$ cat src/hdl/rttp_pkg.sv
// types, codes and palette constants for the terminal palette converter
`default_nettype none
package rttp_pkg;

    typedef struct packed {
        logic       mode;
        logic [7:0] red;
        logic [7:0] green;
        logic [7:0] blue;
        logic [7:0] palette_index;
    } in_t;

    typedef struct packed {
        logic [1:0] form;
        logic [7:0] color_index;
    } out_t;

    localparam logic MODE_RGB   = 1'b0;
    localparam logic MODE_INDEX = 1'b1;

    localparam logic [1:0] FORM_RGB    = 2'd0;
    localparam logic [1:0] FORM_PAL256 = 2'd1;
    localparam logic [1:0] FORM_PAL16  = 2'd2;

    localparam logic [1:0] DEPTH_16   = 2'd0;
    localparam logic [1:0] DEPTH_256  = 2'd1;
    localparam logic [1:0] DEPTH_TRUE = 2'd2;

    localparam logic [7:0] CUBE_BASE  = 8'd16;
    localparam logic [7:0] GREY_BASE  = 8'd232;
    localparam logic [7:0] GREY_STEP  = 8'd10;
    localparam logic [2:0] CUBE_TOP   = 3'd5;
    localparam logic [2:0] ALL_CHANNELS = 3'd7;

    // named colors as {r, g, b}
    function automatic logic [23:0] named_rgb(input logic [3:0] i);
        logic [23:0] v;
        unique case (i)
            4'd0:  v = {8'd0,   8'd0,   8'd0};
            4'd1:  v = {8'd255, 8'd0,   8'd0};
            4'd2:  v = {8'd0,   8'd255, 8'd0};
            4'd3:  v = {8'd255, 8'd255, 8'd0};
            4'd4:  v = {8'd0,   8'd0,   8'd255};
            4'd5:  v = {8'd255, 8'd0,   8'd255};
            4'd6:  v = {8'd0,   8'd255, 8'd255};
            4'd7:  v = {8'd192, 8'd192, 8'd192};
            4'd8:  v = {8'd96,  8'd96,  8'd96};
            4'd9:  v = {8'd255, 8'd128, 8'd128};
            4'd10: v = {8'd128, 8'd255, 8'd128};
            4'd11: v = {8'd255, 8'd255, 8'd128};
            4'd12: v = {8'd128, 8'd128, 8'd255};
            4'd13: v = {8'd255, 8'd128, 8'd255};
            4'd14: v = {8'd128, 8'd255, 8'd255};
            default: v = {8'd255, 8'd255, 8'd255};
        endcase
        return v;
    endfunction

    // cube level times 42
    function automatic logic [7:0] cube_value(input logic [2:0] lvl);
        logic [7:0] v;
        unique case (lvl)
            3'd0:    v = 8'd0;
            3'd1:    v = 8'd42;
            3'd2:    v = 8'd84;
            3'd3:    v = 8'd126;
            3'd4:    v = 8'd168;
            3'd5:    v = 8'd210;
            default: v = 8'd0;
        endcase
        return v;
    endfunction

    function automatic logic [7:0] abs_diff(input logic [7:0] a, input logic [7:0] b);
        return (a > b) ? (a - b) : (b - a);
    endfunction

endpackage
`default_nettype wire

$ cat src/hdl/rgb_to_terminal_palette.sv
// terminal palette converter: nearest 256-color search and sixteen-color reduction
// truecolor pass-through and palette index at 256 or truecolor depth: valid in the cycle after the input is taken
// rgb below truecolor: search over all 256 palette entries, one palette entry per cycle, then result
// sixteen-color reduction then adds two digit steps and the mask map before the result
// one item at a time: s_ready returns the cycle after the result is taken
// synchronous active-low reset; the depth register resets to truecolor
`default_nettype none
module rgb_to_terminal_palette (
    input  wire logic          aclk,
    input  wire logic          aresetn,
    input  wire logic          s_valid,
    output logic               s_ready,
    input  wire rttp_pkg::in_t s_data,
    output logic               m_valid,
    input  wire logic          m_ready,
    output rttp_pkg::out_t     m_data,
    input  wire logic          cfg_wr_en,
    input  wire logic [1:0]    cfg_wr_data
);
    import rttp_pkg::*;

    typedef enum logic [2:0] {
        ST_IDLE,
        ST_SEARCH,
        ST_DIV1,
        ST_DIV2,
        ST_MAP,
        ST_OUT
    } state_t;

    state_t      state_reg;
    logic [1:0]  depth_reg;
    logic [7:0]  red_reg, green_reg, blue_reg;
    logic [7:0]  cnt_reg;
    logic [2:0]  cr_reg, cg_reg, cb_reg;
    logic [7:0]  grey_reg;
    logic [9:0]  best_reg;
    logic [7:0]  idx_reg;
    out_t        out_reg;
    logic [2:0]  lr_reg, lg_reg, lb_reg;
    logic [5:0]  rem_reg;
    logic [1:0]  gsel_reg;

    logic        is_true;
    logic [23:0] named;
    logic [7:0]  er, eg, eb;
    logic [9:0]  entry_dist;
    logic        better;
    logic [7:0]  best_idx;
    logic [7:0]  cube_off;
    logic [13:0] r_prod;
    logic [2:0]  r_lvl;
    logic [7:0]  r_mul36;
    logic [4:0]  grey_off;
    logic [11:0] gsel_prod;
    logic [11:0] g_prod;
    logic [2:0]  g_lvl;
    logic [5:0]  g_mul6;
    logic [2:0]  mask0, mask1, top;
    logic [7:0]  map_idx;

    assign is_true = (depth_reg != DEPTH_16) && (depth_reg != DEPTH_256);
    assign s_ready = (state_reg == ST_IDLE);
    assign m_valid = (state_reg == ST_OUT);
    assign m_data  = out_reg;

    // palette entry at the current search position
    always_comb begin
        named = named_rgb(cnt_reg[3:0]);
        if (cnt_reg < CUBE_BASE) begin
            er = named[23:16];
            eg = named[15:8];
            eb = named[7:0];
        end else if (cnt_reg < GREY_BASE) begin
            er = cube_value(cr_reg);
            eg = cube_value(cg_reg);
            eb = cube_value(cb_reg);
        end else begin
            er = grey_reg;
            eg = grey_reg;
            eb = grey_reg;
        end
        entry_dist = {2'b00, abs_diff(red_reg, er)} + {2'b00, abs_diff(green_reg, eg)}
                   + {2'b00, abs_diff(blue_reg, eb)};
        better   = (entry_dist < best_reg);
        best_idx = better ? cnt_reg : idx_reg;
    end

    // digit split by reciprocal multiplication
    always_comb begin
        cube_off  = idx_reg - CUBE_BASE;
        r_prod    = {6'd0, cube_off} * 14'd57;
        r_lvl     = r_prod[13:11];
        r_mul36   = {5'd0, r_lvl} * 8'd36;
        grey_off  = 5'(idx_reg - GREY_BASE);
        gsel_prod = {7'd0, grey_off} * 12'd43;
        g_prod    = {6'd0, rem_reg} * 12'd43;
        g_lvl     = g_prod[10:8];
        g_mul6    = {3'd0, g_lvl} * 6'd6;
    end

    // dominant-channel rule
    always_comb begin
        priority if (lr_reg > lg_reg && lr_reg > lb_reg) begin
            mask0 = 3'd1;
            top   = lr_reg;
        end else if (lg_reg > lr_reg && lg_reg > lb_reg) begin
            mask0 = 3'd2;
            top   = lg_reg;
        end else if (lb_reg > lr_reg && lb_reg > lg_reg) begin
            mask0 = 3'd4;
            top   = lb_reg;
        end else begin
            mask0 = ALL_CHANNELS;
            top   = lr_reg;
        end
        priority if (lr_reg > (top >> 1)) begin
            mask1 = mask0 | 3'd1;
        end else if (lg_reg > (top >> 1)) begin
            mask1 = mask0 | 3'd2;
        end else if (lb_reg > (top >> 1)) begin
            mask1 = mask0 | 3'd4;
        end else begin
            mask1 = mask0;
        end
        priority if (idx_reg < CUBE_BASE) begin
            map_idx = idx_reg;
        end else if (idx_reg >= GREY_BASE) begin
            unique case (gsel_reg)
                2'd0:    map_idx = 8'd0;
                2'd1:    map_idx = 8'd8;
                2'd2:    map_idx = 8'd7;
                default: map_idx = 8'd15;
            endcase
        end else if (mask1 == ALL_CHANNELS) begin
            priority if (top == 3'd0) begin
                map_idx = 8'd0;
            end else if (top <= 3'd2) begin
                map_idx = 8'd8;
            end else if (top <= 3'd4) begin
                map_idx = 8'd7;
            end else begin
                map_idx = 8'd15;
            end
        end else begin
            map_idx = {5'd0, mask1} + ((top >= 3'd3) ? 8'd8 : 8'd0);
        end
    end

    always_ff @(posedge aclk) begin
        if (!aresetn) begin
            state_reg <= ST_IDLE;
            depth_reg <= DEPTH_TRUE;
        end else begin
            if (cfg_wr_en) begin
                depth_reg <= cfg_wr_data;
            end
            unique case (state_reg)
                ST_IDLE: begin
                    if (s_valid) begin
                        red_reg   <= s_data.red;
                        green_reg <= s_data.green;
                        blue_reg  <= s_data.blue;
                        cnt_reg   <= 8'd0;
                        cr_reg    <= 3'd0;
                        cg_reg    <= 3'd0;
                        cb_reg    <= 3'd0;
                        grey_reg  <= 8'd0;
                        best_reg  <= '1;
                        if (s_data.mode == MODE_RGB) begin
                            idx_reg <= 8'd0;
                            if (is_true) begin
                                out_reg.form        <= FORM_RGB;
                                out_reg.color_index <= 8'd0;
                                state_reg           <= ST_OUT;
                            end else begin
                                state_reg <= ST_SEARCH;
                            end
                        end else begin
                            idx_reg <= s_data.palette_index;
                            if (depth_reg != DEPTH_16) begin
                                out_reg.form        <= FORM_PAL256;
                                out_reg.color_index <= s_data.palette_index;
                                state_reg           <= ST_OUT;
                            end else begin
                                state_reg <= ST_DIV1;
                            end
                        end
                    end
                end
                ST_SEARCH: begin
                    if (better) begin
                        best_reg <= entry_dist;
                    end
                    idx_reg <= best_idx;
                    cnt_reg <= cnt_reg + 8'd1;
                    if (cnt_reg >= CUBE_BASE && cnt_reg < GREY_BASE) begin
                        if (cb_reg == CUBE_TOP) begin
                            cb_reg <= 3'd0;
                            if (cg_reg == CUBE_TOP) begin
                                cg_reg <= 3'd0;
                                cr_reg <= cr_reg + 3'd1;
                            end else begin
                                cg_reg <= cg_reg + 3'd1;
                            end
                        end else begin
                            cb_reg <= cb_reg + 3'd1;
                        end
                    end
                    if (cnt_reg >= GREY_BASE) begin
                        grey_reg <= grey_reg + GREY_STEP;
                    end
                    if (cnt_reg == 8'hFF) begin
                        if (depth_reg != DEPTH_16) begin
                            out_reg.form        <= FORM_PAL256;
                            out_reg.color_index <= best_idx;
                            state_reg           <= ST_OUT;
                        end else begin
                            state_reg <= ST_DIV1;
                        end
                    end
                end
                ST_DIV1: begin
                    lr_reg    <= r_lvl;
                    rem_reg   <= 6'(cube_off - r_mul36);
                    gsel_reg  <= gsel_prod[9:8];
                    state_reg <= ST_DIV2;
                end
                ST_DIV2: begin
                    lg_reg    <= g_lvl;
                    lb_reg    <= 3'(rem_reg - g_mul6);
                    state_reg <= ST_MAP;
                end
                ST_MAP: begin
                    out_reg.form        <= FORM_PAL16;
                    out_reg.color_index <= map_idx;
                    state_reg           <= ST_OUT;
                end
                ST_OUT: begin
                    if (m_ready) begin
                        state_reg <= ST_IDLE;
                    end
                end
                default: state_reg <= ST_IDLE;
            endcase
        end
    end

    a_true_pass: assert property (@(posedge aclk) disable iff (!aresetn)
        (s_valid && s_ready && s_data.mode == MODE_RGB && is_true)
        |=> (m_valid && m_data.form == FORM_RGB))
        else $error("truecolor item not passed through");

    a_rgb_zero: assert property (@(posedge aclk) disable iff (!aresetn)
        (m_valid && m_data.form == FORM_RGB) |-> (m_data.color_index == 8'd0))
        else $error("rgb result with nonzero index");

    a_pal16_range: assert property (@(posedge aclk) disable iff (!aresetn)
        (m_valid && m_data.form == FORM_PAL16) |-> (m_data.color_index < 8'd16))
        else $error("sixteen-color index out of range");

    a_search_end: assert property (@(posedge aclk) disable iff (!aresetn)
        (state_reg == ST_SEARCH && cnt_reg == 8'hFF) |=> (state_reg != ST_SEARCH))
        else $error("search ran past last palette entry");

endmodule
`default_nettype wire
$ cat config.mk
export PLATFORM = sky130hd
export DESIGN_NAME = rgb_to_terminal_palette
export DESIGN_NICKNAME = d
export VERILOG_FILES = /design/src/hdl/rttp_pkg.sv /design/src/hdl/rgb_to_terminal_palette.sv
export SDC_FILE = /design/constraint.sdc
export NUM_CORES = 1
export LEC_CHECK = 0
export ABC_CLOCK_PERIOD_IN_PS = 10400
export BUFFER_PORTS_ARGS = -buffer_cell sky130_fd_sc_hd__buf_4
export CORE_MARGIN = 2
export CORE_UTILIZATION = 40
export DETAILED_ROUTE_END_ITERATION = 12
export GPL_TIMING_DRIVEN = 0
export PLACE_DENSITY = 0.65
export SYNTH_ARGS = -nofsm -noshare
export SYNTH_HDL_FRONTEND = slang
export SYNTH_SLANG_ARGS = --single-unit
export TNS_END_PERCENT = 20
$ cat constraint.sdc
create_clock -name aclk -period 10.4 [get_ports aclk]
set_clock_uncertainty 0.2 [all_clocks]
set_input_delay 0.52 -clock aclk [delete_from_list [all_inputs] [get_ports aclk]]
set_output_delay 0.52 -clock aclk [all_outputs]
set_load 0.03 [all_outputs]
== Word level (Yosys, flattened, before mapping) ==
Memories as Yosys holds them, arrays and structs flattened. A register that Yosys moved wholly into a read port is not among the register bits.
Index checks and enable logic that the tools add are counted.

* Flip-flop bits (word level): 99
* Latch bits: 0
* Memories: 1
* Logic and storage cells: 190
* Input bits: 40
* RAM bits: 0
* Bits in read-only memories: 384

* Multiply operators: 5
* Reductions and logical operators: 22
* $add $sub $neg: 18
* Multiplexer cells: 67
* Bitwise operators: 0
* Equality and inequality tests: 36
* Shift-type cells: 0
* Div/mod/pow operators: 0
* Order comparisons: 22

{| class="wikitable"
|+ Memory list
! name !! words !! width !! rd ports !! clocked after Yosys merged registers in !! wr ports !! line !! RTL
|-
| (no name shown) || 16 || 24 || 1 || 1 || 0 || rttp_pkg.sv:38 || <nowiki>unique case (i)</nowiki>
|}

{| class="wikitable"
|+ Operators by type and width
! operator !! number
|-
| two-way mux 8 bit || 17
|-
| case mux 8 bit (5 select lines) || 3
|-
| two-way mux 10 bit || 8
|-
| two-way mux 3 bit || 23
|-
| case mux 8 bit (2 select lines) || 3
|-
| subtractor 8 bit || 6
|-
| case mux 10 bit (3 select lines) || 1
|-
| == test 3 bit (second input constant) || 9
|-
| == test 3 x 2 -> 1 bit (second input constant) || 8
|-
| greater-than comparator 8 bit || 3
|-
| two-way mux 4 bit || 5
|-
| case mux 10 bit (2 select lines) || 1
|-
| greater-than comparator 3 bit || 6
|-
| case mux 3 bit (2 select lines) || 3
|-
| case mux 3 bit (6 select lines) || 1
|-
| greater-or-equal comparator 8 bit (second input constant) || 2
|-
| < comparator 8 x 5 -> 1 bit (second input constant) || 2
|-
| != test 2 bit (second input constant) || 8
|-
| multiplier 8 x 6 -> 14 bit (second input constant) || 1
|-
| == test 3 x 1 -> 1 bit (second input constant) || 4
|-
| case mux 4 bit (3 select lines) || 1
|-
| AND reduction 4 bit || 3
|-
| multiplier 6 x 6 -> 11 bit (second input constant) || 1
|-
| adder 9 x 8 -> 10 bit || 1
|-
| 36 further kinds || 50
|}

== Longest topological paths before layout ==
* Word-level depth: 14
* Depth in mapped cells: 35

== Worst setup path after synthesis ==
OpenSTA, ideal clock, no wires.

* Path type: reg2reg
* Start point: register cnt_reg[7]
* End point: register best_reg[0] (enable)
* Path buffers: 4
* Cell stages (with the launch flop): 29
* Data arrival time: 6,685 ps
* Setup slack: 3,134 ps
* Path through: edfxtp_1 -> or4_1 -> clkbuf_1 -> clkbuf_1 -> o22a_1 -> ha_1 -> a21oi_1 -> a21oi_1 -> o32ai_1 -> buf_4 -> mux2_1 -> o21a_1 -> or2_2 -> fa_1 -> inv_1 -> ha_1 -> a21oi_1 -> nor2_1 -> nor2_1 -> o21bai_1 -> a21oi_1 -> xnor2_1 -> ha_1 -> a2111o_1 -> a31oi_1 -> o21ai_1 -> a221o_1 -> buf_6 -> a21oi_1

* Cells in the longest elaborated chain, start to end: 10
* Elaborated cells between the ends (all ways): 25
* Classes of those cells: add/sub: 8; order compare: 6; eq/ne: 1; mux: 9; reduce/logical: 1

{| class="wikitable"
|+ RTL lines
! item !! line !! RTL
|-
| from (decl) || rgb_to_terminal_palette.sv:34 || <nowiki>logic [7:0] cnt_reg;</nowiki>
|-
| from (signal assigned) || rgb_to_terminal_palette.sv:196 || <nowiki>cnt_reg <= cnt_reg + 8'd1;</nowiki>
|-
| < comparator 8 bit || rgb_to_terminal_palette.sv:74 || <nowiki>end else if (cnt_reg < GREY_BASE) begin</nowiki>
|-
| two-way mux 8 bit || rgb_to_terminal_palette.sv:74 ||
|-
| two-way mux 8 bit || rgb_to_terminal_palette.sv:70 || <nowiki>if (cnt_reg < CUBE_BASE) begin</nowiki>
|-
| subtractor 8 bit / greater-than comparator 8 bit (equally long branches) || rttp_pkg.sv:75 || <nowiki>return (a > b) ? (a - b) : (b - a);</nowiki>
|-
| two-way mux 8 bit || rttp_pkg.sv:75 ||
|-
| adder 8 x 8 -> 9 bit || rgb_to_terminal_palette.sv:83 || <nowiki>entry_dist = {2'b00, abs_diff(red_reg, er)} + {2'b00, abs_diff(green_reg, eg)}</nowiki>
|-
| adder 9 x 8 -> 10 bit (*) || rgb_to_terminal_palette.sv:84 || <nowiki>+ {2'b00, abs_diff(blue_reg, eb)};</nowiki>
|-
| named net entry_dist[7] || rgb_to_terminal_palette.sv:47 || <nowiki>logic [9:0] entry_dist;</nowiki>
|-
| < comparator 10 bit (*) || rgb_to_terminal_palette.sv:85 || <nowiki>better = (entry_dist < best_reg);</nowiki>
|-
| != test 2 bit (no line) (*) || n/a ||
|-
| AND reduction 4 bit (no line) (*) || n/a ||
|-
| to (signal assigned) || rgb_to_terminal_palette.sv:193 || <nowiki>best_reg <= entry_dist;</nowiki>
|-
| to (decl) || rgb_to_terminal_palette.sv:37 || <nowiki>logic [9:0] best_reg;</nowiki>
|}

The timed path passes the listed nets; every way through them passes the cells marked *.
A chain may end at the register's enable or synchronous reset.

== Worst setup path after layout ==
* Start point: register cnt_reg[6]
* End point: register best_reg[5] (enable)

The elaborated chain is that of the path after synthesis.

==> impl_metrics.py <==
metrics = {
    "timing": {
        "max_slew_margin_pct": 20.8,
        "fmax_mhz": 110,
        "period_needed_ns": 9.08,
        "rsz0062_at_grt": "false",
        "setup_violations": 0,
        "worst_pin_slew_ns": 1.19,
        "finalHoldViolations": 0,
        "setup_tns_ns": 0,
        "whs_ns": 0.129,
        "drv_slew": 0,
        "finalCritPeriodShare_pct": 87.3,
    },
    "placement": {
        "io_buffers": 51,
        "dpl-instance-area_sq_um": 10900,
        "gp_congestion": 0.842,
        "dp_hpwl_mm": 18.1,
    },
    "layout": {
        "largest_reg_flops": 12,
        "design_area_sq_um": 11300,
        "final_core_util_pct": 45.0,
        "syn_to_final_growth_pct": 11.1,
        "diodes": 0,
        "final_common_cell": "ha_1",
        "mostFrequentLayoutCells": "ha_1, inv_1, edfxtp_1, nand2_1, nor2_1",
        "nets": 1358,
        "drive_gt1_share_pct": 9.39,
    },
    "worst_setup_path": {
        "ff2ff_setup_slack_ns": 1.32,
        "reg2reg_from": "cnt_reg[6]",
        "critPathMaxFanout": 10,
        "cp.arrival_ns": 8.85,
        "worst_setup_path_start_kind": "register",
        "crit_end": "best_reg[5]",
        "crit_type": "reg -> reg",
        "endpoint_kind": "register",
        "r2r_cells": 27,
        "crit_required_ns": 10.18,
        "r2r_end": "best_reg[5]",
        "critical_path.startpoint": "cnt_reg[6]",
    },
    "synth": {
        "avgSynthCellArea_sq_um": 9.54,
        "netlist_area_sq_um": 10100,
        "synthFlopType": "edfxtp_1",
        "ys_seq_elements": 110,
        "synth_enable_flop_cells": 93,
        "ys_types": 71,
        "ys_warn_count": 0,
        "async_flop_share_pct": 0,
        "syn-num-nets": 1295,
        "synthCells": 1061,
        "seq_area_frac_synth_pct": 30.9,
    },
    "detailed_routing": {
        "route.detailed.drc": 0,
        "vias": 7549,
        "dr.first_iter.drc_count": 495,
        "firstDrtPassIters": 5,
        "wl_per_cell_um": 15.5,
        "drt_wl_total_mm": 22.6,
        "drt-vias-per-instance": 5.17,
        "drtAntennaViolNets": 0,
    },
    "floorplanning": {
        "dieArea_sq_um": 26600,
        "die_y_um": 163,
        "rows": 58,
        "core_sq_um": 25000,
        "die_width_um": 163,
        "start_util_pct": 40.4,
        "io_pins": 52,
    },
    "global_route": {
        "grt_pass1_wl_mm": 36.7,
        "grt_max_degree": 25,
        "grt_util_all_layers_pct": 17.4,
        "antenna_found_initial": 0,
        "grt_pass1_vias": 7353,
        "overflow": 0,
    },
    "clocking": {
        "ctsResizeCount": 0,
        "post-cts-setup-buffers": 0,
        "cts_root_buf": "clkbuf_16",
        "clkTransAtPathRegs_ns": 0.09,
        "cts_sinks": 110,
        "cts_tree": "built",
        "clock_path_buffers": 2,
        "cts_hold_buffers": 0,
        "clk_latency_ns": 0.35,
        "cts_max_level": 3,
        "cts_made_buffers": 9,
    },
    "worst_hold_path": {
        "hold_path_class": "in -> reg",
    },
    "run": {
        "drv_cap": 0,
    },
    "outcome": {
        "outcome": "finished, final reports clean",
    },
}
cells in the mapped netlist (all sizes together) (5+ instances only):
library cell,instances,area [sq um]
or2,5,31.3
nand4,9,56.3
a211oi,8,60.1
or3,8,50.1
and3,12,75.1
a31o,5,43.8
mux2,9,113
nand2,68,258
o21a,8,60.1
nor3,10,50.1
dfxtp,17,340
a21oi,65,344
ha,162,2030
clkbuf,21,78.8
nor2,64,240
xor2,25,219
nor2b,22,138
and2,10,62.6
o21ai,61,313
a21o,22,165
fa,32,641
nand3,31,155
nand2b,20,125
edfxtp,93,2790
inv,153,574
xnor2,33,289
mux2i,27,270
o211ai,5,42.5
o21bai,9,67.6
through the flow:
stage,worst slack [ns],instances
final,1.32,1459
after global placement,1.48,1442
after global routing,0.691,1459
after CTS,1.33,1459
after detailed placement,1.36,1443
after floorplan,3.13,1061
logic make-up (layout without fill, tap and decap cells):
logic type	count (synthesis)	after routing	synth area share (%)
DFF	110	110	30.9
adders and majority gates	194	194	26.3
AOI/OAI and AO/OA	220	220	14.4
buffers and inverters	178	246	6.73
xor gates and xnor gates	58	58	5.02
muxes	36	36	3.78
and+or+nand+nor	265	265	12.7
per-layer routing:
| layer | GRT usage (%) | up-vias | part of all wire (%) |
|---|---|---|---|
| met5 | 0 | - | 0 |
| met4 | 4.95 | 0 | 1.8 |
| met3 | 2.13 | 28 | 3.7 |
| met2 | 27.7 | 152 | 45 |
| met1 | 24.8 | 3574 | 50 |
| li1 | - | 3795 | - |
critical path, cell delays in order, from the launching register on:
cell	delay, ns
edfxtp_1	0.50
nor4_1	1.00
clkbuf_1	0.40
nand2_1	0.27
o21ai_0	0.36
fa_1	0.33
nor2b_1	0.06
o21ai_1	0.13
nand2b_1	0.10
a221oi_2	0.35
a2bb2oi_4	0.36
mux2i_1	0.42
fa_1	0.48
ha_1	0.24
fa_1	0.41
a21oi_1	0.18
nor2_1	0.05
nor2_1	0.15
o21bai_1	0.09
a21oi_1	0.23
xnor2_1	0.12
ha_1	0.21
a2111o_1	0.34
a31oi_1	0.13
o21ai_1	0.08
a221o_1	0.40
buf_6	0.19
a21oi_1	0.89
how the worst min path moves through the flow:
stage | startpoint | slack [ns] | cells past startpoint | endpoint
final | s_data[8] | 0.13 | 1 | blue_reg[0]
after global routing | s_data[8] | 0.11 | 1 | blue_reg[0]
after CTS | s_data[22] | 0.12 | 1 | green_reg[6]
after detailed placement | rem_reg[0] | 0.36 | 0 | lb_reg[0]
after global placement | rem_reg[0] | 0.36 | 0 | lb_reg[0]
after floorplan | rem_reg[0] | 0.28 | 0 | lb_reg[0]
final cells by class:
cell class / count / area (sq um)
clock buffer: 10 / 250
tap: 330 / 413
sequential: 110 / 3130
multi-input combinational: 773 / 6320
fill: 2408 / 13800
timing repair buffer: 52 / 390
clock inverter: 6 / 70.1
inverter: 153 / 574
buffer: 25 / 108
Power is not shown: default switching activity piles up to over one toggle a cycle in this logic, so the estimate is an artifact.
